==> src/rtl/lrast_pkg.sv <==
`timescale 1ns / 1ps
package lrast_pkg;

    localparam int unsigned LEAVES = 1024;
    localparam int unsigned LW = 10;
    localparam int unsigned AW = LW + 1;
    localparam int unsigned IW = LW + 2;
    localparam int unsigned JW = 4;
    localparam int unsigned DW = 32;

    localparam logic [1:0] OP_ADD = 2'd0;
    localparam logic [1:0] OP_SUM = 2'd1;
    localparam logic [1:0] OP_LOWER = 2'd2;
    localparam logic [1:0] OP_UPPER = 2'd3;

    typedef struct packed {
        logic [1:0]           operation;
        logic [AW-1:0]        range_left;
        logic [AW-1:0]        range_right;
        logic signed [DW-1:0] add_value;
        logic [LW-1:0]        start_pos;
        logic signed [DW-1:0] threshold;
    } lrast_in_t;

    typedef struct packed {
        logic signed [DW-1:0] range_total;
        logic [AW-1:0]        found_pos;
    } lrast_out_t;

    typedef enum logic [3:0] {
        DP_NOP,
        DP_LOAD,
        DP_CLR,
        DP_FOLD,
        DP_PUSHC,
        DP_ADDW,
        DP_ACC_CLR,
        DP_ACC_ADD,
        DP_WSUM
    } dp_op_t;

    typedef struct packed {
        dp_op_t        op;
        logic [AW-1:0] addr;
        logic [AW-1:0] rd_addr;
    } dp_cmd_t;

    typedef struct packed {
        logic          pend_nz;
        logic          hit;
        logic [DW-1:0] acc;
    } dp_sts_t;

    // index of highest set bit, zero for zero
    function automatic logic [JW-1:0] msb_idx(input logic [AW-1:0] v);
        logic [JW-1:0] r;
        r = '0;
        for (int n = 0; n < AW; n++) begin
            if (v[n]) begin
                r = JW'(n);
            end
        end
        return r;
    endfunction

endpackage

==> src/rtl/lrast_ctrl.sv <==
`timescale 1ns / 1ps
module lrast_ctrl
    import lrast_pkg::*;
(
    input  logic       aclk,
    input  logic       aresetn,
    input  logic       s_valid,
    output logic       s_ready,
    input  lrast_in_t  s_payload,
    output logic       m_valid,
    input  logic       m_ready,
    output lrast_out_t m_payload,
    output dp_cmd_t    cmd,
    input  dp_sts_t    sts
);

    typedef enum logic [5:0] {
        S_CLR, S_IDLE, S_DONE,
        ST_RD, ST_FOLD, ST_C0, ST_C1,
        RA_CHK, RA_AW, RA_B, RA_BW, RA_SH,
        CL_A, CL_B, CL_N,
        RC_0, RC_1, RC_2, RC_3,
        RS_P1, RS_P2, RS_LOOP, RS_AA, RS_B, RS_BA, RS_SH,
        SZ, PP_INIT, PP_LOOP, PP_NXT,
        SR_UP, SR_S, SR_H, SR_D, SR_DH
    } state_t;

    state_t        state_reg, state_next;
    state_t        st_ret_reg, st_ret_next;
    state_t        pp_ret_reg, pp_ret_next;
    state_t        rc_ret_reg, rc_ret_next;
    logic [1:0]    op_reg, op_next;
    logic [IW-1:0] a_reg, a_next, b_reg, b_next;
    logic [IW-1:0] a0_reg, a0_next, b0_reg, b0_next;
    logic [IW-1:0] p_reg, p_next, t_reg, t_next;
    logic [AW-1:0] k_reg, k_next;
    logic [LW-1:0] y_reg, y_next;
    logic [JW-1:0] j_reg, j_next, i_reg, i_next;
    logic          first_reg, first_next;
    logic [AW-1:0] pos_reg, pos_next;
    logic          m_valid_reg, m_valid_next;
    lrast_out_t    m_data_reg, m_data_next;

    logic [AW-1:0] l_clamp, r_clamp;
    logic [IW-1:0] lo_mask;
    logic [IW-1:0] p_inc;

    assign l_clamp = (s_payload.range_left > AW'(LEAVES)) ? AW'(LEAVES)
                                                          : s_payload.range_left;
    assign r_clamp = (s_payload.range_right > AW'(LEAVES)) ? AW'(LEAVES)
                                                           : s_payload.range_right;
    assign lo_mask = (IW'(1) << i_reg) - IW'(1);
    assign p_inc   = p_reg + IW'(1);

    always_comb begin
        state_next   = state_reg;
        st_ret_next  = st_ret_reg;
        pp_ret_next  = pp_ret_reg;
        rc_ret_next  = rc_ret_reg;
        op_next      = op_reg;
        a_next       = a_reg;
        b_next       = b_reg;
        a0_next      = a0_reg;
        b0_next      = b0_reg;
        p_next       = p_reg;
        t_next       = t_reg;
        k_next       = k_reg;
        y_next       = y_reg;
        j_next       = j_reg;
        i_next       = i_reg;
        first_next   = first_reg;
        pos_next     = pos_reg;
        m_valid_next = m_valid_reg;
        m_data_next  = m_data_reg;
        cmd.op       = DP_NOP;
        cmd.addr     = k_reg;
        cmd.rd_addr  = k_reg;

        if (m_valid_reg && m_ready) begin
            m_valid_next = 1'b0;
        end

        unique case (state_reg)
            S_CLR: begin
                cmd.op = DP_CLR;
                k_next = k_reg + AW'(1);
                if (k_reg == '1) begin
                    state_next = S_IDLE;
                end
            end
            S_IDLE: begin
                if (s_valid) begin
                    cmd.op     = DP_LOAD;
                    op_next    = s_payload.operation;
                    a_next     = IW'(l_clamp) + IW'(LEAVES);
                    b_next     = IW'(r_clamp) + IW'(LEAVES);
                    a0_next    = IW'(l_clamp) + IW'(LEAVES);
                    b0_next    = IW'(r_clamp) + IW'(LEAVES);
                    p_next     = IW'(s_payload.start_pos) + IW'(LEAVES);
                    first_next = 1'b1;
                    pos_next   = '0;
                    unique case (s_payload.operation)
                        OP_ADD: state_next = (l_clamp < r_clamp) ? RA_CHK : S_DONE;
                        OP_SUM: state_next = (l_clamp < r_clamp) ? RS_P1 : S_DONE;
                        default: state_next = SR_UP;
                    endcase
                end
            end
            S_DONE: begin
                if (!m_valid_reg || m_ready) begin
                    m_valid_next            = 1'b1;
                    m_data_next.range_total = (op_reg == OP_SUM) ? sts.acc : '0;
                    m_data_next.found_pos   = pos_reg;
                    state_next              = S_IDLE;
                end
            end

            // fold one node's pending add, push it to the children
            ST_RD: begin
                state_next = ST_FOLD;
            end
            ST_FOLD: begin
                cmd.op      = DP_FOLD;
                cmd.rd_addr = {k_reg[AW-2:0], 1'b0};
                if (sts.pend_nz && (k_reg < AW'(LEAVES))) begin
                    state_next = ST_C0;
                end else begin
                    state_next = st_ret_reg;
                end
            end
            ST_C0: begin
                cmd.op      = DP_PUSHC;
                cmd.addr    = {k_reg[AW-2:0], 1'b0};
                cmd.rd_addr = {k_reg[AW-2:0], 1'b1};
                state_next  = ST_C1;
            end
            ST_C1: begin
                cmd.op     = DP_PUSHC;
                cmd.addr   = {k_reg[AW-2:0], 1'b1};
                state_next = st_ret_reg;
            end

            // range add: tag cover nodes
            RA_CHK: begin
                if (a_reg < b_reg) begin
                    if (a_reg[0]) begin
                        cmd.rd_addr = AW'(a_reg);
                        state_next  = RA_AW;
                    end else begin
                        state_next = RA_B;
                    end
                end else begin
                    i_next     = JW'(1);
                    state_next = CL_A;
                end
            end
            RA_AW: begin
                cmd.op     = DP_ADDW;
                cmd.addr   = AW'(a_reg);
                a_next     = a_reg + IW'(1);
                state_next = RA_B;
            end
            RA_B: begin
                if (b_reg[0]) begin
                    b_next      = b_reg - IW'(1);
                    cmd.rd_addr = AW'(b_reg - IW'(1));
                    state_next  = RA_BW;
                end else begin
                    state_next = RA_SH;
                end
            end
            RA_BW: begin
                cmd.op     = DP_ADDW;
                cmd.addr   = AW'(b_reg);
                state_next = RA_SH;
            end
            RA_SH: begin
                a_next     = a_reg >> 1;
                b_next     = b_reg >> 1;
                state_next = RA_CHK;
            end

            // range add: rebuild boundary ancestors
            CL_A: begin
                if (i_reg > JW'(LW)) begin
                    state_next = S_DONE;
                end else if ((a0_reg & lo_mask) != '0) begin
                    y_next      = LW'(a0_reg >> i_reg);
                    rc_ret_next = CL_B;
                    state_next  = RC_0;
                end else begin
                    state_next = CL_B;
                end
            end
            CL_B: begin
                if ((b0_reg & lo_mask) != '0) begin
                    y_next      = LW'((b0_reg - IW'(1)) >> i_reg);
                    rc_ret_next = CL_N;
                    state_next  = RC_0;
                end else begin
                    state_next = CL_N;
                end
            end
            CL_N: begin
                i_next     = i_reg + JW'(1);
                state_next = CL_A;
            end
            RC_0: begin
                cmd.op      = DP_ACC_CLR;
                k_next      = {y_reg, 1'b0};
                st_ret_next = RC_1;
                state_next  = ST_RD;
            end
            RC_1: begin
                cmd.op      = DP_ACC_ADD;
                k_next      = {y_reg, 1'b1};
                st_ret_next = RC_2;
                state_next  = ST_RD;
            end
            RC_2: begin
                cmd.op     = DP_ACC_ADD;
                state_next = RC_3;
            end
            RC_3: begin
                cmd.op     = DP_WSUM;
                cmd.addr   = AW'(y_reg);
                state_next = rc_ret_reg;
            end

            // range sum
            RS_P1: begin
                t_next      = a_reg;
                pp_ret_next = RS_P2;
                state_next  = SZ;
            end
            RS_P2: begin
                t_next      = b_reg;
                pp_ret_next = RS_LOOP;
                state_next  = SZ;
            end
            RS_LOOP: begin
                if (a_reg < b_reg) begin
                    if (a_reg[0]) begin
                        k_next      = AW'(a_reg);
                        st_ret_next = RS_AA;
                        state_next  = ST_RD;
                    end else begin
                        state_next = RS_B;
                    end
                end else begin
                    state_next = S_DONE;
                end
            end
            RS_AA: begin
                cmd.op     = DP_ACC_ADD;
                a_next     = a_reg + IW'(1);
                state_next = RS_B;
            end
            RS_B: begin
                if (b_reg[0]) begin
                    b_next      = b_reg - IW'(1);
                    k_next      = AW'(b_reg - IW'(1));
                    st_ret_next = RS_BA;
                    state_next  = ST_RD;
                end else begin
                    state_next = RS_SH;
                end
            end
            RS_BA: begin
                cmd.op     = DP_ACC_ADD;
                state_next = RS_SH;
            end
            RS_SH: begin
                a_next     = a_reg >> 1;
                b_next     = b_reg >> 1;
                state_next = RS_LOOP;
            end

            // push pending adds root to parent of the boundary block
            SZ: begin
                if ((t_reg != '0) && !t_reg[0]) begin
                    t_next = t_reg >> 1;
                end else begin
                    t_next     = t_reg >> 1;
                    state_next = PP_INIT;
                end
            end
            PP_INIT: begin
                if (t_reg == '0) begin
                    state_next = pp_ret_reg;
                end else begin
                    j_next     = msb_idx(AW'(t_reg));
                    state_next = PP_LOOP;
                end
            end
            PP_LOOP: begin
                k_next      = AW'(t_reg >> j_reg);
                st_ret_next = PP_NXT;
                state_next  = ST_RD;
            end
            PP_NXT: begin
                if (j_reg == '0) begin
                    state_next = pp_ret_reg;
                end else begin
                    j_next     = j_reg - JW'(1);
                    state_next = PP_LOOP;
                end
            end

            // running-sum search
            SR_UP: begin
                if (!p_reg[0]) begin
                    p_next = p_reg >> 1;
                end else if (first_reg) begin
                    first_next  = 1'b0;
                    t_next      = p_reg >> 1;
                    pp_ret_next = SR_S;
                    state_next  = PP_INIT;
                end else begin
                    state_next = SR_S;
                end
            end
            SR_S: begin
                k_next      = AW'(p_reg);
                st_ret_next = SR_H;
                state_next  = ST_RD;
            end
            SR_H: begin
                if (sts.hit) begin
                    state_next = SR_D;
                end else begin
                    cmd.op = DP_ACC_ADD;
                    p_next = p_inc;
                    if ((p_inc & p_reg) == '0) begin
                        pos_next   = AW'(LEAVES);
                        state_next = S_DONE;
                    end else begin
                        state_next = SR_UP;
                    end
                end
            end
            SR_D: begin
                if (p_reg < IW'(LEAVES)) begin
                    p_next      = p_reg << 1;
                    k_next      = AW'(p_reg << 1);
                    st_ret_next = SR_DH;
                    state_next  = ST_RD;
                end else begin
                    pos_next   = AW'(p_reg - IW'(LEAVES));
                    state_next = S_DONE;
                end
            end
            SR_DH: begin
                if (!sts.hit) begin
                    cmd.op      = DP_ACC_ADD;
                    p_next      = p_inc;
                    k_next      = AW'(p_inc);
                    st_ret_next = SR_D;
                    state_next  = ST_RD;
                end else begin
                    state_next = SR_D;
                end
            end
            default: state_next = S_IDLE;
        endcase
    end

    always_ff @(posedge aclk) begin
        if (!aresetn) begin
            state_reg   <= S_CLR;
            st_ret_reg  <= S_IDLE;
            pp_ret_reg  <= S_IDLE;
            rc_ret_reg  <= S_IDLE;
            k_reg       <= '0;
            first_reg   <= 1'b0;
            m_valid_reg <= 1'b0;
        end else begin
            state_reg   <= state_next;
            st_ret_reg  <= st_ret_next;
            pp_ret_reg  <= pp_ret_next;
            rc_ret_reg  <= rc_ret_next;
            k_reg       <= k_next;
            first_reg   <= first_next;
            m_valid_reg <= m_valid_next;
        end
        op_reg     <= op_next;
        a_reg      <= a_next;
        b_reg      <= b_next;
        a0_reg     <= a0_next;
        b0_reg     <= b0_next;
        p_reg      <= p_next;
        t_reg      <= t_next;
        y_reg      <= y_next;
        j_reg      <= j_next;
        i_reg      <= i_next;
        pos_reg    <= pos_next;
        m_data_reg <= m_data_next;
    end

    assign s_ready   = (state_reg == S_IDLE);
    assign m_valid   = m_valid_reg;
    assign m_payload = m_data_reg;

    a_child_in_tree: assert property (@(posedge aclk) disable iff (!aresetn)
        (state_reg == ST_C0) |-> (k_reg < AW'(LEAVES)))
        else $error("child push from a leaf");

    a_pos_range: assert property (@(posedge aclk) disable iff (!aresetn)
        m_valid_reg |-> (m_data_reg.found_pos <= AW'(LEAVES)))
        else $error("found_pos out of range");

    a_leaf_add_in_range: assert property (@(posedge aclk) disable iff (!aresetn)
        (state_reg == RA_AW) |-> (a_reg < b_reg))
        else $error("leaf add outside range");

    a_result_from_done: assert property (@(posedge aclk) disable iff (!aresetn)
        $rose(m_valid_reg) |-> ($past(state_reg) == S_DONE))
        else $error("result raised outside done");

endmodule
==> config.mk <==
export PLATFORM = sky130hd
export DESIGN_NAME = lrast_ctrl
export DESIGN_NICKNAME = d
export VERILOG_FILES = /design/src/rtl/lrast_pkg.sv /design/src/rtl/lrast_ctrl.sv
export SDC_FILE = /design/constraint.sdc
export NUM_CORES = 1
export LEC_CHECK = 0
export BUFFER_PORTS_ARGS = -buffer_cell sky130_fd_sc_hd__buf_2
export CAP_MARGIN = 15
export CORE_AREA = 3 3 186 234
export DETAILED_ROUTE_END_ITERATION = 16
export DIE_AREA = 0 0 189 237
export PLACE_DENSITY = 0.59
export SYNTH_ARGS = -nofsm -noshare
export SYNTH_HDL_FRONTEND = slang
export SYNTH_SLANG_ARGS = --single-unit
export TNS_END_PERCENT = 5
==> constraint.sdc <==
create_clock -name aclk -period 8.9 [get_ports aclk]
set_input_delay 1.78 -clock aclk [delete_from_list [all_inputs] [get_ports aclk]]
set_output_delay 1.78 -clock aclk [all_outputs]
set_load 0.01 [all_outputs]
== Word-level counts from Yosys, hierarchy flattened ==
Cells that the tools add are included.

* Output and inout port bits: 71
* Bits of input ports: 136
* Logic and storage cells: 255
* Register bits: 183

* Eq/ne operators: 60
* Reductions and logical operators: 52
* Add/subtract/negate cells: 12
* Multiplexer cells: 95
* Shifts and indexed selects: 4
* Bitwise logic cells: 3
* Magnitude comparators: 7

{| class="wikitable"
|+ Operators by type and width
! kind !! number
|-
| 6-bit case mux with 31 select lines || 1
|-
| 6-bit two-way mux || 21
|-
| 11-bit two-way mux || 11
|-
| 12-bit two-way mux || 9
|-
| 11-bit case mux with 9 select lines || 1
|-
| 6-bit by 5-bit equality test with 1-bit output, second input constant || 16
|-
| 12-bit case mux with 4 select lines || 2
|-
| 12-bit case mux with 3 select lines || 2
|-
| 11-bit case mux with 5 select lines || 1
|-
| 4-bit two-way mux || 13
|-
| 6-bit by 4-bit equality test with 1-bit output, second input constant || 8
|-
| 6-bit case mux with 8 select lines || 1
|-
| 2-bit inequality test, second input constant || 22
|-
| 11-bit case mux with 4 select lines || 1
|-
| 12-bit bitwise AND || 3
|-
| 4-bit case mux with 9 select lines || 1
|-
| 12-bit nonzero test || 3
|-
| 11-bit case mux with 3 select lines || 1
|-
| 10-bit two-way mux || 3
|-
| 11-bit by 11-bit adder with 12-bit output, second input constant || 2
|-
| 12-bit by 1-bit adder with 12-bit output, second input constant || 2
|-
| 6-bit by 3-bit equality test with 1-bit output, second input constant || 4
|-
| 12-bit logical NOT || 2
|-
| 12-bit by 4-bit right shift with 10-bit output || 2
|-
| other kinds (49) || 101
|}

== Logic depth before layout (Yosys ltp) ==
Gate-level depths: netlist of the first run.

* Word-level depth: 12
* Mapped depth: 12
* Depth with buffers taken out: 11

== Worst setup path after synthesis of the first run ==
No wires, ideal clock.

* Path type: input -> register
* Start point: input port m_ready
* End point: register m_data_reg, in the netlist m_payload[0] (enable)
* Slack: 2.423 ns
* Setup time: 0.550 ns
* Arrival: 5.927 ns
* Buffers on the path: 0
* Cell stages on the path: 2
* Data required time: 8.350 ns
* Cell sequence: nor2b_1 nor4_1

* Cells in the longest elaborated chain, start to end: 2

{| class="wikitable"
|+ Ends and longest elaborated chain
! item !! line !! RTL
|-
| start, declared || lrast_ctrl.sv:11 || <nowiki>input logic m_ready,</nowiki>
|-
| 1-bit logical OR || lrast_ctrl.sv:110 || <nowiki>if (!m_valid_reg || m_ready) begin</nowiki>
|-
| 2-bit AND reduction (no source line) || -- ||
|-
| end signal, assigned || lrast_ctrl.sv:397 || <nowiki>m_data_reg <= m_data_next;</nowiki>
|-
| end, declared || lrast_ctrl.sv:42 || <nowiki>lrast_out_t m_data_reg, m_data_next;</nowiki>
|}

Every way passes these cells.
A chain may end at the register's enable or synchronous reset.

==> results.txt, run 1 <==
Top cell type by total area after synthesis: sky130_fd_sc_hd__edfxtp_1. By area the synthesized netlist is led by sky130_fd_sc_hd__edfxtp_1 (34%), sky130_fd_sc_hd__dfxtp_1 (4.8%), sky130_fd_sc_hd__ha_1 (4.5%). The post-synthesis cell count is 1399. The run gives 0.9693 as the global placer's final weighted congestion. The via count of the first global-routing pass came out at 11.31k. The die span in x was 189 um; the arrival time reported for the critical path endpoint was 3.85 ns. The run gives 20.27% as the total routing resource utilization after global routing.

In this run, synthesis produced a sequential element count of 177. The number of setup violations in the final report is 0. The count of buffers added by post-CTS timing repair for setup is 0. The shortest clock period the worst path allows after layout works out to 5.629 ns. For this run, the leading register cell type out of synthesis is sky130_fd_sc_hd__edfxtp_1.

In this run the remaining antenna-violating nets after routing total 0. The ratio of final minimum period to clock period was 63.25%; the height of the chip was 237 um. The run gives 2034 as the final cell count without fillers. The run gives 0 as the number of failing hold endpoints at the final stage.

The run gives 0 as the reported max-cap violation count. STA classifies the critical path endpoint as a primary output. Setup repair after global routing left no endpoint under its margin.

After detailed routing, no signal wire sits above met5. Entering global routing, the biggest net connects 44 pins. The number of inserted filler cells in the final layout was 4317; the mean instance size in the synthesized netlist was 9.169 um^2. Walking the worst path, the cells encountered are ha_1 -> a2111oi_0 -> o31ai_1 -> a221oi_2 -> and3_1 -> a221o_1 -> buf_2.

The TritonCTS buffer count was 17; the core area was 41730 um^2. Across all setup checks in the final design, the least slack found is 3.271 ns. For this run, the number of Yosys warnings is 0. Actual slew at the worst max-slew pin: 1.186 ns.

Share of cells above drive strength 1: 16.88%. The kind of start point of the critical path was a flop. Clock-pin slew was measured on the worst setup and hold paths at 0.07 ns. Counting tap cells, the placed design contains a total of 2002 instances. In this run, distinct cell masters in the synthesized netlist total 90. The analysis attributes to cell leakage a power of 5.472 nW. The count of final max-slew check failures is 0, and the effective utilization at floorplan is 30.74%. After detailed routing, the total wire length is 46680 um. Prior to clock tree synthesis, the placed netlist has a worst setup slack of 3.843 ns.

For this design the ratio of total power to cell area is 118.1 nW/um^2. Counting along the longest clock path gives a buffer depth of 2. The worst hold path stage count works out to 0.

Measured against its own limit, the worst slew margin works out to 20.22%. CTS saw 177 sinks. The critical path required time is 7.12 ns, and the met1 wire length is 18810 um. The run gives 0 as the number of gates resized after CTS. The critical path is of the reg -> out type.

The run finished with clean final reports. The synthesized design contains 146 enable-type register cells. The total overflow left after global routing is 0. Along the worst path, the maximum fanout reaches 11. In the final design database the tool counted 1645 nets.

The first global-routing pass estimated 69810 um of wire. The number of antenna diodes in the final layout is 0. Across the VDD grid, the largest voltage drop is 0.0001459 V. The synthesized design devotes to its leading area cell type 34.18% of total area. Worst reg2reg path depth: 9. Across all register-to-register paths, the minimum setup slack is 4.92 ns. The logs give 2 for the initial antenna violation count and 84 for the row count. The area growth from synthesis to layout is 13.21%. The synthesized net count was 1581. The register with the most flip-flops in the layout has 43 of them.

207 I/O pins were placed. The sequential-to-total area share from yosys stat was 39.02%. For the post-layout total power, the log shows 0.001715 W.

Adding up every negative setup slack in the final design gives 0 ns. CTS placed an instance of sky130_fd_sc_hd__clkbuf_16 at the clock tree root. The run gives 0 as the remaining design rule violation count.

Path class of the lowest-slack min-delay path: reg -> reg. Cell at the slowest stage of the critical path: sky130_fd_sc_hd__a221oi_2. The first TritonRoute pass finished after 7 iterations. The clock arrives with 0.01871 ns of skew. For the worst-skew pair, the clock arrives at the later sink with an insertion delay of 0.47 ns. The delay contributed by the slowest stage of the critical path is 0.70 ns. In this run, the number of DRC markers left after iteration 0 of detailed routing was 1609. After synthesis, the share of flip-flops with an asynchronous set or reset is 0%. The H-tree level count came out at 4.

The logs give 12830 um^2 for the post-synthesis cell area and 177.6 MHz for the maximum clock rate. For the total die area, the log shows 44790 um^2. TritonCTS built the clock tree. After clock tree synthesis, the flow added hold-fix buffers numbering 0.

The mean routed wirelength per cell works out to 22.95 um. The HPWL after detailed placement is 35000 um. In the detailed route, the total length drawn on met2 is 21560 um. The detailed router placed 12.07k vias in this run.

The count of input and output buffers came out at 142. The number of vias per cell after detailed routing is 5.932. Wire segments on met3 add up to 3922 um in the final route.
==> through the flow <==
step / utilization, % / area [um^2] / hold WS [ns]
final: 34.80 / 14520 / 0.4084
after global routing: 34.80 / 14520 / 0.4168
after CTS: 34.79 / 14520 / 0.4112
after detailed placement: 33.44 / 13950 / 0.4054
after global placement: 33.44 / 13950 / 0.4065
after floorplan: - / 12830 / 0.4003
==> cell usage after synthesis (8+ instances only) <==
cell                        number
sky130_fd_sc_hd__nand2_1       126
sky130_fd_sc_hd__a21oi_1        67
sky130_fd_sc_hd__ha_1           46
sky130_fd_sc_hd__a22oi_1        18
sky130_fd_sc_hd__o221ai_1        9
sky130_fd_sc_hd__mux4_2         14
sky130_fd_sc_hd__nor2b_1        29
sky130_fd_sc_hd__edfxtp_1      146
sky130_fd_sc_hd__o22ai_1        13
sky130_fd_sc_hd__inv_1          59
sky130_fd_sc_hd__nand2b_1       20
sky130_fd_sc_hd__or3_1           9
sky130_fd_sc_hd__nor4_1         16
sky130_fd_sc_hd__xor2_1         12
sky130_fd_sc_hd__mux2_2          8
sky130_fd_sc_hd__nand4_1        13
sky130_fd_sc_hd__o21ai_0        52
sky130_fd_sc_hd__buf_1          10
sky130_fd_sc_hd__clkbuf_1       86
sky130_fd_sc_hd__a21o_1         12
sky130_fd_sc_hd__a2111oi_0       8
sky130_fd_sc_hd__and2_1         51
sky130_fd_sc_hd__o211ai_1       19
sky130_fd_sc_hd__and3_1         21
sky130_fd_sc_hd__buf_2          24
sky130_fd_sc_hd__a221o_1        24
sky130_fd_sc_hd__nor3_1         38
sky130_fd_sc_hd__nor2_1         96
sky130_fd_sc_hd__dfxtp_1        31
sky130_fd_sc_hd__xnor2_1        10
sky130_fd_sc_hd__a211oi_1       17
sky130_fd_sc_hd__a222oi_1       21
sky130_fd_sc_hd__nand3_1        59
sky130_fd_sc_hd__a311oi_1       13
sky130_fd_sc_hd__mux2i_1        25
sky130_fd_sc_hd__a22o_1         13
sky130_fd_sc_hd__a31oi_1        18
==> layout make-up <==
cell class | count | area (um^2) | area share [%]
clock buffers | 18 | 429.2 | 2.955
inverters | 64 | 240.2 | 1.654
flip-flops and latches | 177 | 5005 | 34.46
well taps | 559 | 699.4 | 4.816
repair buffers | 167 | 895.9 | 6.169
clock inverters | 13 | 136.4 | 0.9392
multi-input cells | 1036 | 7116 | 49.00
==> routing by layer <==
metal	track usage, %	vias up
met5	0	-
met4	10.02	4
met3	3.939	129
met2	33.06	666
met1	25.62	5797
li1	-	5470
==> report_power, final <==
part	switching, W	total [W]	internal, W
Clock	0.000348	0.000758	0.000411
Sequential	0.00000349	0.000893	0.000889
Combinational	0.0000359	0.0000639	0.0000280
Total	0.000387	0.00171	0.00133
==> final timing paths <==
kind	from	endpoint
max reg2reg	i_reg[0]	y_reg[3]
max	a_reg[1]	cmd[3]
min reg2reg	pos_reg[6]	m_payload[6]
min	pos_reg[6]	m_payload[6]
==> worst max-delay path: cells and delay by family (launching register included) <==
family                     cells  cell delay [ns]
AOI/OAI and AO/OA              4             1.67
adders and majority gates      1             0.38
DFF                            1             0.61
buffers and inverters          1             0.18
and+or+nand+nor                1             0.55
==> cells in the final DEF, fill, tap and decap left out, types with 10 or more instances in the layout <==
cell	Yosys	final
sky130_fd_sc_hd__nand2_1	126	126
sky130_fd_sc_hd__mux2i_1	25	25
sky130_fd_sc_hd__dfxtp_1	31	31
sky130_fd_sc_hd__nor2_1	96	96
sky130_fd_sc_hd__buf_4	0	24
sky130_fd_sc_hd__a211oi_1	17	16
sky130_fd_sc_hd__nand2b_1	20	20
sky130_fd_sc_hd__xor2_1	12	12
sky130_fd_sc_hd__a22o_1	13	13
sky130_fd_sc_hd__nor4_1	16	15
sky130_fd_sc_hd__a31oi_1	18	18
sky130_fd_sc_hd__o21ai_0	52	52
sky130_fd_sc_hd__ha_1	46	46
sky130_fd_sc_hd__a22oi_1	18	18
sky130_fd_sc_hd__nor3_1	38	36
sky130_fd_sc_hd__xnor2_1	10	10
sky130_fd_sc_hd__inv_1	59	59
sky130_fd_sc_hd__a311oi_1	13	13
sky130_fd_sc_hd__o211ai_1	19	19
sky130_fd_sc_hd__a221o_1	24	24
sky130_fd_sc_hd__edfxtp_1	146	146
sky130_fd_sc_hd__o22ai_1	13	13
sky130_fd_sc_hd__nand3_1	59	59
sky130_fd_sc_hd__a21oi_1	67	67
sky130_fd_sc_hd__nor2b_1	29	28
sky130_fd_sc_hd__nand4_1	13	13
sky130_fd_sc_hd__buf_2	24	143
sky130_fd_sc_hd__clkbuf_16	0	17
sky130_fd_sc_hd__mux4_2	14	14
sky130_fd_sc_hd__and3_1	21	21
sky130_fd_sc_hd__a21o_1	12	12
sky130_fd_sc_hd__a222oi_1	21	21
sky130_fd_sc_hd__and2_1	51	51
==> logic make-up (layout without fill, tap and decap cells) <==
| logic type | after synthesis | in the layout | synth area share (%) |
|---|---|---|---|
| buffers and inverters | 186 | 262 | 5.794 |
| flip-flops | 177 | 177 | 39.02 |
| AO/OA/AOI/OAI | 390 | 390 | 22.48 |
| XOR/XNOR | 22 | 22 | 1.502 |
| adder cells (fa/ha/maj) | 47 | 47 | 4.565 |
| multiplexers | 50 | 50 | 5.394 |
| AND/OR/NAND/NOR | 527 | 527 | 21.24 |
(Power assumes the default switching activity.)
==> inputs of run 2 (changes only) <==
--- a/config.mk
+++ b/config.mk
@@ -5,11 +5,12 @@
 export SDC_FILE = /design/constraint.sdc
 export NUM_CORES = 1
 export LEC_CHECK = 0
+export ABC_AREA = 1
 export BUFFER_PORTS_ARGS = -buffer_cell sky130_fd_sc_hd__buf_2
 export CAP_MARGIN = 15
-export CORE_AREA = 3 3 186 234
+export CORE_AREA = 3 3 185 232
 export DETAILED_ROUTE_END_ITERATION = 16
-export DIE_AREA = 0 0 189 237
+export DIE_AREA = 0 0 188 235
 export PLACE_DENSITY = 0.59
 export SYNTH_ARGS = -nofsm -noshare
 export SYNTH_HDL_FRONTEND = slang
==> constraint.sdc (replaced) <==
create_clock -name aclk -period 5.3 [get_ports aclk]
set_input_delay 1.06 -clock aclk [delete_from_list [all_inputs] [get_ports aclk]]
set_output_delay 1.06 -clock aclk [all_outputs]
set_load 0.01 [all_outputs]
==> run 2 against run 1 <==
Net effect: sequential power up 68%; synthesized cell count up 21%; hold slack better by 0.0096 ns; core utilization up 0.28 points; largest power group unchanged; cell area down 0.90%; critical endpoint is now cmd[8]; sequential share of layout area up 0.31 points; die area down 1.4%; clock power up 70%.
==> results.txt, run 2 <==
The flow ran to the end, and the final reports show no timing, DRC or antenna violations. Static timing analysis puts the maximum clock frequency at 226.3 MHz. Layout net count: 1993 (was 1645).

The tools report the hold path startpoint as pos_reg[8] (was pos_reg[6]). The static leakage was 6.378 nW (was 5.472 nW); the total area of sequential cells was 5005 um^2 (unchanged). The count of input and output buffers is 142 (unchanged), and the global placer's final weighted congestion is 1.001 (was 0.9693). Dominant synthesized flop cell: sky130_fd_sc_hd__edfxtp_1 (unchanged). Buffer cell driving the clock tree root: sky130_fd_sc_hd__clkbuf_16 (unchanged). The category of the worst setup path capture point was a primary output (unchanged). For the total routing resource utilization after global routing, the log shows 20.45% (was 20.27%). The logs give 17 (unchanged) for the TritonCTS buffer count and 0.4180 ns (was 0.4084 ns) for the hold slack. The worst reg2reg path depth was 15 (was 9).

The worst hold path stage count was 0 (unchanged). The tools report the max-slew headroom at the worst pin as 15.96% (was 20.22%). The number of failing hold endpoints at the final stage is 0 (unchanged), and the number of diodes is 0 (unchanged). The number of buffers between clock root and the deepest sink was 2 (unchanged); the via count of the first global-routing pass was 11.80k (was 11.31k).

The kind of start point of the critical path is a flop (unchanged). TritonCTS built the clock tree. The logs give 1698 (was 1399) for the post-synthesis cell count and 177 (unchanged) for the TritonCTS sink count. The synthesized net count came out at 1880 (was 1581). The worst flop-to-flop path startpoint was i_reg[0] (unchanged).

The async set-reset flop share out of synthesis was 0% (unchanged). The run gives 0 (unchanged) as the number of setup violations in the final report. The run gives 4391 (was 4317) as the number of inserted filler cells in the final layout. Antenna violation net count after detailed routing: 0 (unchanged).

The post-synthesis cell area was 12610 um^2 (was 12830 um^2). Area contributors post-synth: sky130_fd_sc_hd__edfxtp_1 (35%), sky130_fd_sc_hd__nand2_1 (12%), sky130_fd_sc_hd__inv_1 (6.3%) (was sky130_fd_sc_hd__edfxtp_1 (34%), sky130_fd_sc_hd__dfxtp_1 (4.8%), sky130_fd_sc_hd__ha_1 (4.5%)). The number of buffers added to fix hold violations after cts is 0 (unchanged), and the count of final max-slew check failures is 0 (unchanged).

The total die area was 44180 um^2 (was 44790 um^2); the final worst slack was 0.8813 ns (was 3.271 ns). Endpoint of the worst hold-timing path: m_payload[8] (was m_payload[6]). The fraction of post-synthesis cell area in the top cell type by area is 34.78% (was 34.18%). The logs give 6464 um^2 (was 7116 um^2) for the multi-input combinational cell area and 0 (unchanged) for the number of gates resized after CTS. For the wire length of the first global-routing pass, the log shows 69890 um (was 69810 um).

The number of warnings issued by yosys is 0 (unchanged). Peak fanout along the critical path: 14 (was 11). The run gives 207 (unchanged) as the I/O pin total. The number of vias per cell after detailed routing is 5.324 (was 5.932), and the arrival time reported for the critical path endpoint is 3.36 ns (was 3.85 ns).

The count of buffers added by post-CTS timing repair for setup is 0 (unchanged), and the power density normalized to cell area is 202.9 nW/um^2 (was 118.1 nW/um^2). The logs give 0.46 ns (was 0.47 ns) for the later-pin clock latency in the skew report and 0 (unchanged) for the remaining design rule violation count. The effective utilization at floorplan was 30.73% (was 30.74%); the minimum setup slack after placement was 1.440 ns (was 3.843 ns). The number of synthesized flops with an enable pin works out to 146 (unchanged). The number of flip-flops and latches in the synthesized netlist is 177 (unchanged). The share of cells above drive strength 1 is 14.69% (was 16.88%), and the height of the chip is 235 um (was 237 um).

The flop-to-flop setup slack came out at 1.71 ns (was 4.92 ns). Setup repair after global routing left no endpoint under its margin. The total wire length after detailed routing is 46370 um (was 46680 um).

The global route total overflow came out at 0 (unchanged). The clock input transition at the sequential cells of the worst setup and hold paths was 0.07 ns (about the same); the H-tree level count was 4 (unchanged). The layout overhead on the synthesized area is 14.16% (was 13.21%).

The sequential-to-total area share from yosys stat was 39.70% (was 39.02%); the clock tree skew after final layout was 0.01678 ns (was 0.01871 ns). The die span in x is 188 um (was 189 um), and the flip-flop count of the largest register, all copies and words added is 43 (unchanged). The run gives 12.65k (was 12.07k) as the total via count in the routed design. For the row count, the log shows 83 (was 84).

The path class of the lowest-slack min-delay path was reg -> reg (unchanged). The shortest clock period the worst path allows after layout works out to 4.419 ns. The final sum of negative setup slack was 0 ns (unchanged); the maximum number of pins on one net before global-route repair was 44 (unchanged).

The reported max-cap violation count is 0 (unchanged), and the ratio of final minimum period to clock period is 83.37%. Most repeated cell in the gate-level netlist after synthesis: sky130_fd_sc_hd__nand2_1 (was sky130_fd_sc_hd__edfxtp_1). Post-DP HPWL: 36820 um (was 35000 um). Synth top cells by count: sky130_fd_sc_hd__nand2_1 (410), sky130_fd_sc_hd__inv_1 (210), sky130_fd_sc_hd__nor2_1 (198) (was sky130_fd_sc_hd__edfxtp_1 (146), sky130_fd_sc_hd__nand2_1 (126), sky130_fd_sc_hd__nor2_1 (96)). The total iterations of the first detailed-routing run is 7 (unchanged), and the core area is 41020 um^2 (was 41730 um^2). Critical path required time: 4.24 ns (was 7.12 ns). The worst voltage drop across the vdd grid came out at 0.0002354 V (was 0.0001459 V).

Most frequent standard cell in the layout excluding fill and tap cells: sky130_fd_sc_hd__nand2_1 (was sky130_fd_sc_hd__edfxtp_1). The top cell type by total area after synthesis was sky130_fd_sc_hd__edfxtp_1 (unchanged). The run gives 58 (was 90) as the number of distinct library cells after synthesis. The mean instance size in the synthesized netlist is 7.424 um^2 (was 9.169 um^2), and the actual slew at the worst max-slew pin is 1.261 ns (was 1.186 ns). Most used cells in the layout excluding fill and tap cells: sky130_fd_sc_hd__nand2_1 (410), sky130_fd_sc_hd__inv_1 (210), sky130_fd_sc_hd__nor2_1 (197) (was sky130_fd_sc_hd__edfxtp_1 (146), sky130_fd_sc_hd__buf_2 (143), sky130_fd_sc_hd__nand2_1 (126)).

The tools report the initial antenna violation count as 0 (was 2). The tools report the detailed router's first-iteration violation count as 1135 (was 1609). The critical setup path kind was reg -> out (unchanged). The mean routed wirelength per cell was 19.51 um (was 22.95 um). The endpoint of the most critical register-to-register path was rc_ret_reg[1] (was y_reg[3]).
==> run 2: final cells by class <==
type | instances | area share (%)
clock inverter | 12 | 0.9216
sequential | 177 | 34.78
inverter | 237 | 6.216
tap | 552 | 4.799
clock buffer | 20 | 3.173
multi-input combinational | 1231 | 44.91
timing repair buffer | 147 | 5.199
==> run 2: worst max-delay path by stage <==
stage / endpoint / slack, ns / from
after floorplan: pos_reg[0] / 1.05 / p_reg[0]
after detailed placement: cmd[8] / 1.44 / state_reg[0]
after CTS: cmd[8] / 0.93 / state_reg[0]
after global placement: cmd[8] / 1.52 / state_reg[0]
final: cmd[8] / 0.88 / state_reg[0]
after global routing: cmd[8] / 0.68 / state_reg[0]
==> run 2: routing by layer <==
layer	GRT usage, %	vias up	wire [um]
li1	-	5976	-
met5	0	-	0
met4	10.60	0	2249
met3	3.492	117	3563
met2	32.77	626	21020
met1	26.46	5932	19540
==> run 2: through the flow <==
stage / power [W] / instance area, um^2 / utilization [%] / instances
2_1_floorplan: 0.001592 / 12610 / - / 1698
3_3_place_gp: 0.001653 / 13800 / 33.65 / 2344
3_5_place_dp: 0.001656 / 13800 / 33.65 / 2344
4_1_cts: 0.002951 / 14390 / 35.08 / 2376
5_1_grt: 0.003012 / 14390 / 35.08 / 2376
6_report: 0.002919 / 14390 / 35.08 / 2376
==> run 2: power by group <==
part | internal [W] | switching [W]
Sequential | 0.00149 | 0.00000548
Combinational | 0.0000509 | 0.0000762
Clock | 0.000720 | 0.000573
==> run 2: critical path: stages (launching register included) <==
cell,delay (ns)
sky130_fd_sc_hd__dfxtp_1,0.51
sky130_fd_sc_hd__nor2_4,0.13
sky130_fd_sc_hd__inv_1,0.07
sky130_fd_sc_hd__nor2_1,0.05
sky130_fd_sc_hd__nand2_1,0.23
sky130_fd_sc_hd__nand2_1,0.35
sky130_fd_sc_hd__nor2_1,0.91
sky130_fd_sc_hd__a211oi_1,0.14
sky130_fd_sc_hd__a22oi_1,0.31
sky130_fd_sc_hd__buf_2,0.20
==> run 2: cell families after synthesis <==
group	share of synthesized area [%]
mux	0.1588
fa+ha+maj	4.566
xor+xnor	1.320
simple gates	30.24
compound gates	14.83
flops	39.70
buf+inv	9.181
==> inputs of run 3 (changes only) <==
==> constraint.sdc (replaced) <==
create_clock -name aclk -period 4.3 [get_ports aclk]
set_input_delay 0.86 -clock aclk [delete_from_list [all_inputs] [get_ports aclk]]
set_output_delay 0.86 -clock aclk [all_outputs]
set_load 0.01 [all_outputs]
==> run 3 against run 2 <==
Net effect: register-to-register slack worse by 0.92 ns; total power grew 25%; setup slack lost 0.63 ns; count of clock-buffer cells in the layout is 3 lower; highest routed layer unchanged; largest power group unchanged; sequential power is 23% higher.
==> results.txt, run 3 (synthesis gave the netlist of run 2 again) <==
The tools report the hold path startpoint as pos_reg[5] (was pos_reg[8]). The number of setup violations in the final report came out at 0 (unchanged). The worst reg2reg path depth came out at 15 (unchanged). The tools report the I/O pin total as 207 (unchanged). Number of vias per cell after detailed routing: 5.288 (was 5.324). The core area is 41020 um^2 (unchanged).

Antenna violation net count after detailed routing: 0 (unchanged). The total die area was 44180 um^2 (unchanged). The run gives 2 (unchanged) as the number of buffers between clock root and the deepest sink.

The number of failing hold endpoints at the final stage was 0 (unchanged); the power density normalized to cell area was 252.2 nW/um^2 (was 202.9 nW/um^2). The total via count in the routed design was 12.61k (was 12.65k); the ratio of final minimum period to clock period was 94.18%. Endpoint of the worst hold-timing path: m_payload[5] (was m_payload[8]). TritonCTS sink count: 177 (unchanged). Layout net count: 2002 (was 1993). The layout overhead on the synthesized area was 14.98% (was 14.16%). The category of the worst setup path capture point was a primary output (unchanged).

The logs give 0 (unchanged) for the number of gates resized after CTS and 0.003656 W (was 0.002919 W) for the post-layout total power. The maximum number of pins on one net before global-route repair was 44 (unchanged); the initial antenna violation count was 1 (was 0). The run finished with clean final reports.

The share of cells above drive strength 1 was 15.12% (was 14.69%). The height of the chip was 235 um (unchanged). The peak fanout along the critical path was 9 (was 14).

The logs give 0.0002636 V (was 0.0002354 V) for the worst voltage drop across the vdd grid and 26.55% (was 15.96%) for the max-slew headroom at the worst pin. The tools report the total area of sequential cells as 5005 um^2 (unchanged). The count of input and output buffers works out to 142 (unchanged). Setup repair after global routing left no endpoint under its margin. The tools report the arrival time reported for the critical path endpoint as 3.19 ns (was 3.36 ns). The run gives 0 (unchanged) as the number of buffers added to fix hold violations after cts. The run gives 17 (unchanged) as the TritonCTS buffer count. For the static leakage, the log shows 6.437 nW (was 6.378 nW). The critical path required time came out at 3.44 ns (was 4.24 ns). Derived from the worst setup path, the maximum achievable clock frequency is 246.9 MHz. The logs give 4 (unchanged) for the H-tree level count and 0 (unchanged) for the global route total overflow.

Most used cells in the layout excluding fill and tap cells: sky130_fd_sc_hd__nand2_1 (410), sky130_fd_sc_hd__inv_1 (210), sky130_fd_sc_hd__nor2_1 (197) (unchanged). The run gives 11.77k (was 11.80k) as the via count of the first global-routing pass. For the total iterations of the first detailed-routing run, the log shows 8 (was 7). Multi-input combinational cell area: 6464 um^2 (unchanged). The flip-flop count of the largest register, all copies and words added is 43 (unchanged), and the remaining design rule violation count is 0 (unchanged).

The fraction of the core area covered by cells at the end of the flow came out at 35.33% (was 35.08%). The worst flop-to-flop path startpoint was i_reg[0] (unchanged). The tools report the number of inserted filler cells in the final layout as 4381 (was 4391).

The die span in x is 188 um (unchanged). The most frequent standard cell in the layout excluding fill and tap cells is sky130_fd_sc_hd__nand2_1 (unchanged). The total wire length after detailed routing came out at 46160 um (was 46370 um).

TritonCTS built the clock tree. The total routing resource utilization after global routing was 20.25% (was 20.45%); the clock tree skew after final layout was 0.01308 ns (was 0.01678 ns). The run gives 0 (unchanged) as the reported max-cap violation count. The kind of start point of the critical path is a flop (unchanged).

The run gives 0.46 ns (about the same) as the later-pin clock latency in the skew report. Critical setup path kind: reg -> out (unchanged). The clock input transition at the sequential cells of the worst setup and hold paths came out at 0.07 ns (about the same).

The path class of the lowest-slack min-delay path is reg -> reg (unchanged). The flop-to-flop setup slack was 0.79 ns (was 1.71 ns); the post-DP HPWL was 36600 um (was 36820 um). The worst hold path stage count came out at 0 (unchanged). The wire length of the first global-routing pass was 69500 um (was 69890 um); the detailed router's first-iteration violation count was 1328 (was 1135). The count of buffers added by post-CTS timing repair for setup was 0 (unchanged). The actual slew at the worst max-slew pin works out to 1.101 ns (was 1.261 ns).

The tools report the buffer cell driving the clock tree root as sky130_fd_sc_hd__clkbuf_16 (unchanged). The endpoint of the most critical register-to-register path is rc_ret_reg[1] (unchanged). The final sum of negative setup slack was 0 ns (unchanged). The smallest clock period supported by the final layout is computed as 4.050 ns.

For the count of final max-slew check failures, the log shows 0 (unchanged). The effective utilization at floorplan is 30.73% (unchanged). The tools report the global placer's final weighted congestion as 0.9996 (was 1.001). The mean routed wirelength per cell was 19.35 um (was 19.51 um); the row count was 83 (unchanged).
## run 3: cell count changes in the layout (fill, tap and decap cells not counted), sizes merged
cell	previous run	this run
buf	147	156
inv	234	238
clkbuf	20	17
clkinv	10	8
bufinv	2	3
clkinvlp	3	2
diode	0	1
## run 3: how the worst max path moves through the flow
stage | from | end | slack, ns | cells past startpoint
2_1_floorplan | p_reg[0] | pos_reg[0] | 0.05 | 10
3_3_place_gp | i_reg[0] | rc_ret_reg[1] | 0.82 | 15
3_5_place_dp | i_reg[0] | rc_ret_reg[1] | 0.83 | 15
4_1_cts | b_reg[7] | cmd[8] | 0.34 | 14
5_1_grt | b_reg[7] | cmd[8] | 0.08 | 14
6_report | b_reg[7] | cmd[8] | 0.25 | 14
## run 3: worst max-delay path, stage by stage, from the launching register on
cell and delay, ns:
sky130_fd_sc_hd__edfxtp_1 0.41, sky130_fd_sc_hd__inv_1 0.26, sky130_fd_sc_hd__ha_1 0.31, sky130_fd_sc_hd__nand2_1 0.07, sky130_fd_sc_hd__inv_1 0.06, sky130_fd_sc_hd__nand3_1 0.07
sky130_fd_sc_hd__a31oi_1 0.10, sky130_fd_sc_hd__nor2_1 0.28, sky130_fd_sc_hd__nand2_1 0.20, sky130_fd_sc_hd__nor2_1 0.19, sky130_fd_sc_hd__inv_2 0.15, sky130_fd_sc_hd__nand2_1 0.11
sky130_fd_sc_hd__nand3_1 0.06, sky130_fd_sc_hd__a22oi_1 0.28, sky130_fd_sc_hd__buf_2 0.20
## run 3: cell type report
| type | count | share of cell area (%) |
|---|---|---|
| repair buffers | 156 | 5.767 |
| clock inverters | 14 | 1.217 |
| flip-flops and latches | 177 | 34.53 |
| inverters | 237 | 6.172 |
| multi-input cells | 1231 | 44.60 |
| clock buffers | 17 | 2.935 |
| diodes | 1 | 0.01727 |
| well taps | 552 | 4.765 |
## run 3: metrics by stage
| step | cells | setup slack, ns | hold WS [ns] | area, um^2 |
|---|---|---|---|---|
| after global routing | 2384 | 0.08006 | 0.4246 | 14490 |
| final | 2385 | 0.2502 | 0.4166 | 14490 |
| after CTS | 2383 | 0.3387 | 0.4176 | 14460 |
| after global placement | 2352 | 0.8232 | 0.4040 | 13860 |
| after detailed placement | 2352 | 0.8284 | 0.4045 | 13860 |
| after floorplan | 1698 | 0.05316 | 0.4003 | 12610 |
## run 3: routing by layer
| layer | global-route usage, % | share of wire, % |
|---|---|---|
| met1 | 26.42 | 42 |
| met2 | 33.00 | 46 |
| met3 | 3.417 | 7.4 |
| met4 | 8.803 | 4.4 |
| met5 | 0 | 0 |
## run 3: where the power goes
part | switching, W | internal, W
Sequential | 0.00000488 | 0.00184
Combinational | 0.0000955 | 0.0000635
Clock | 0.000731 | 0.000921
Total | 0.000831 | 0.00282
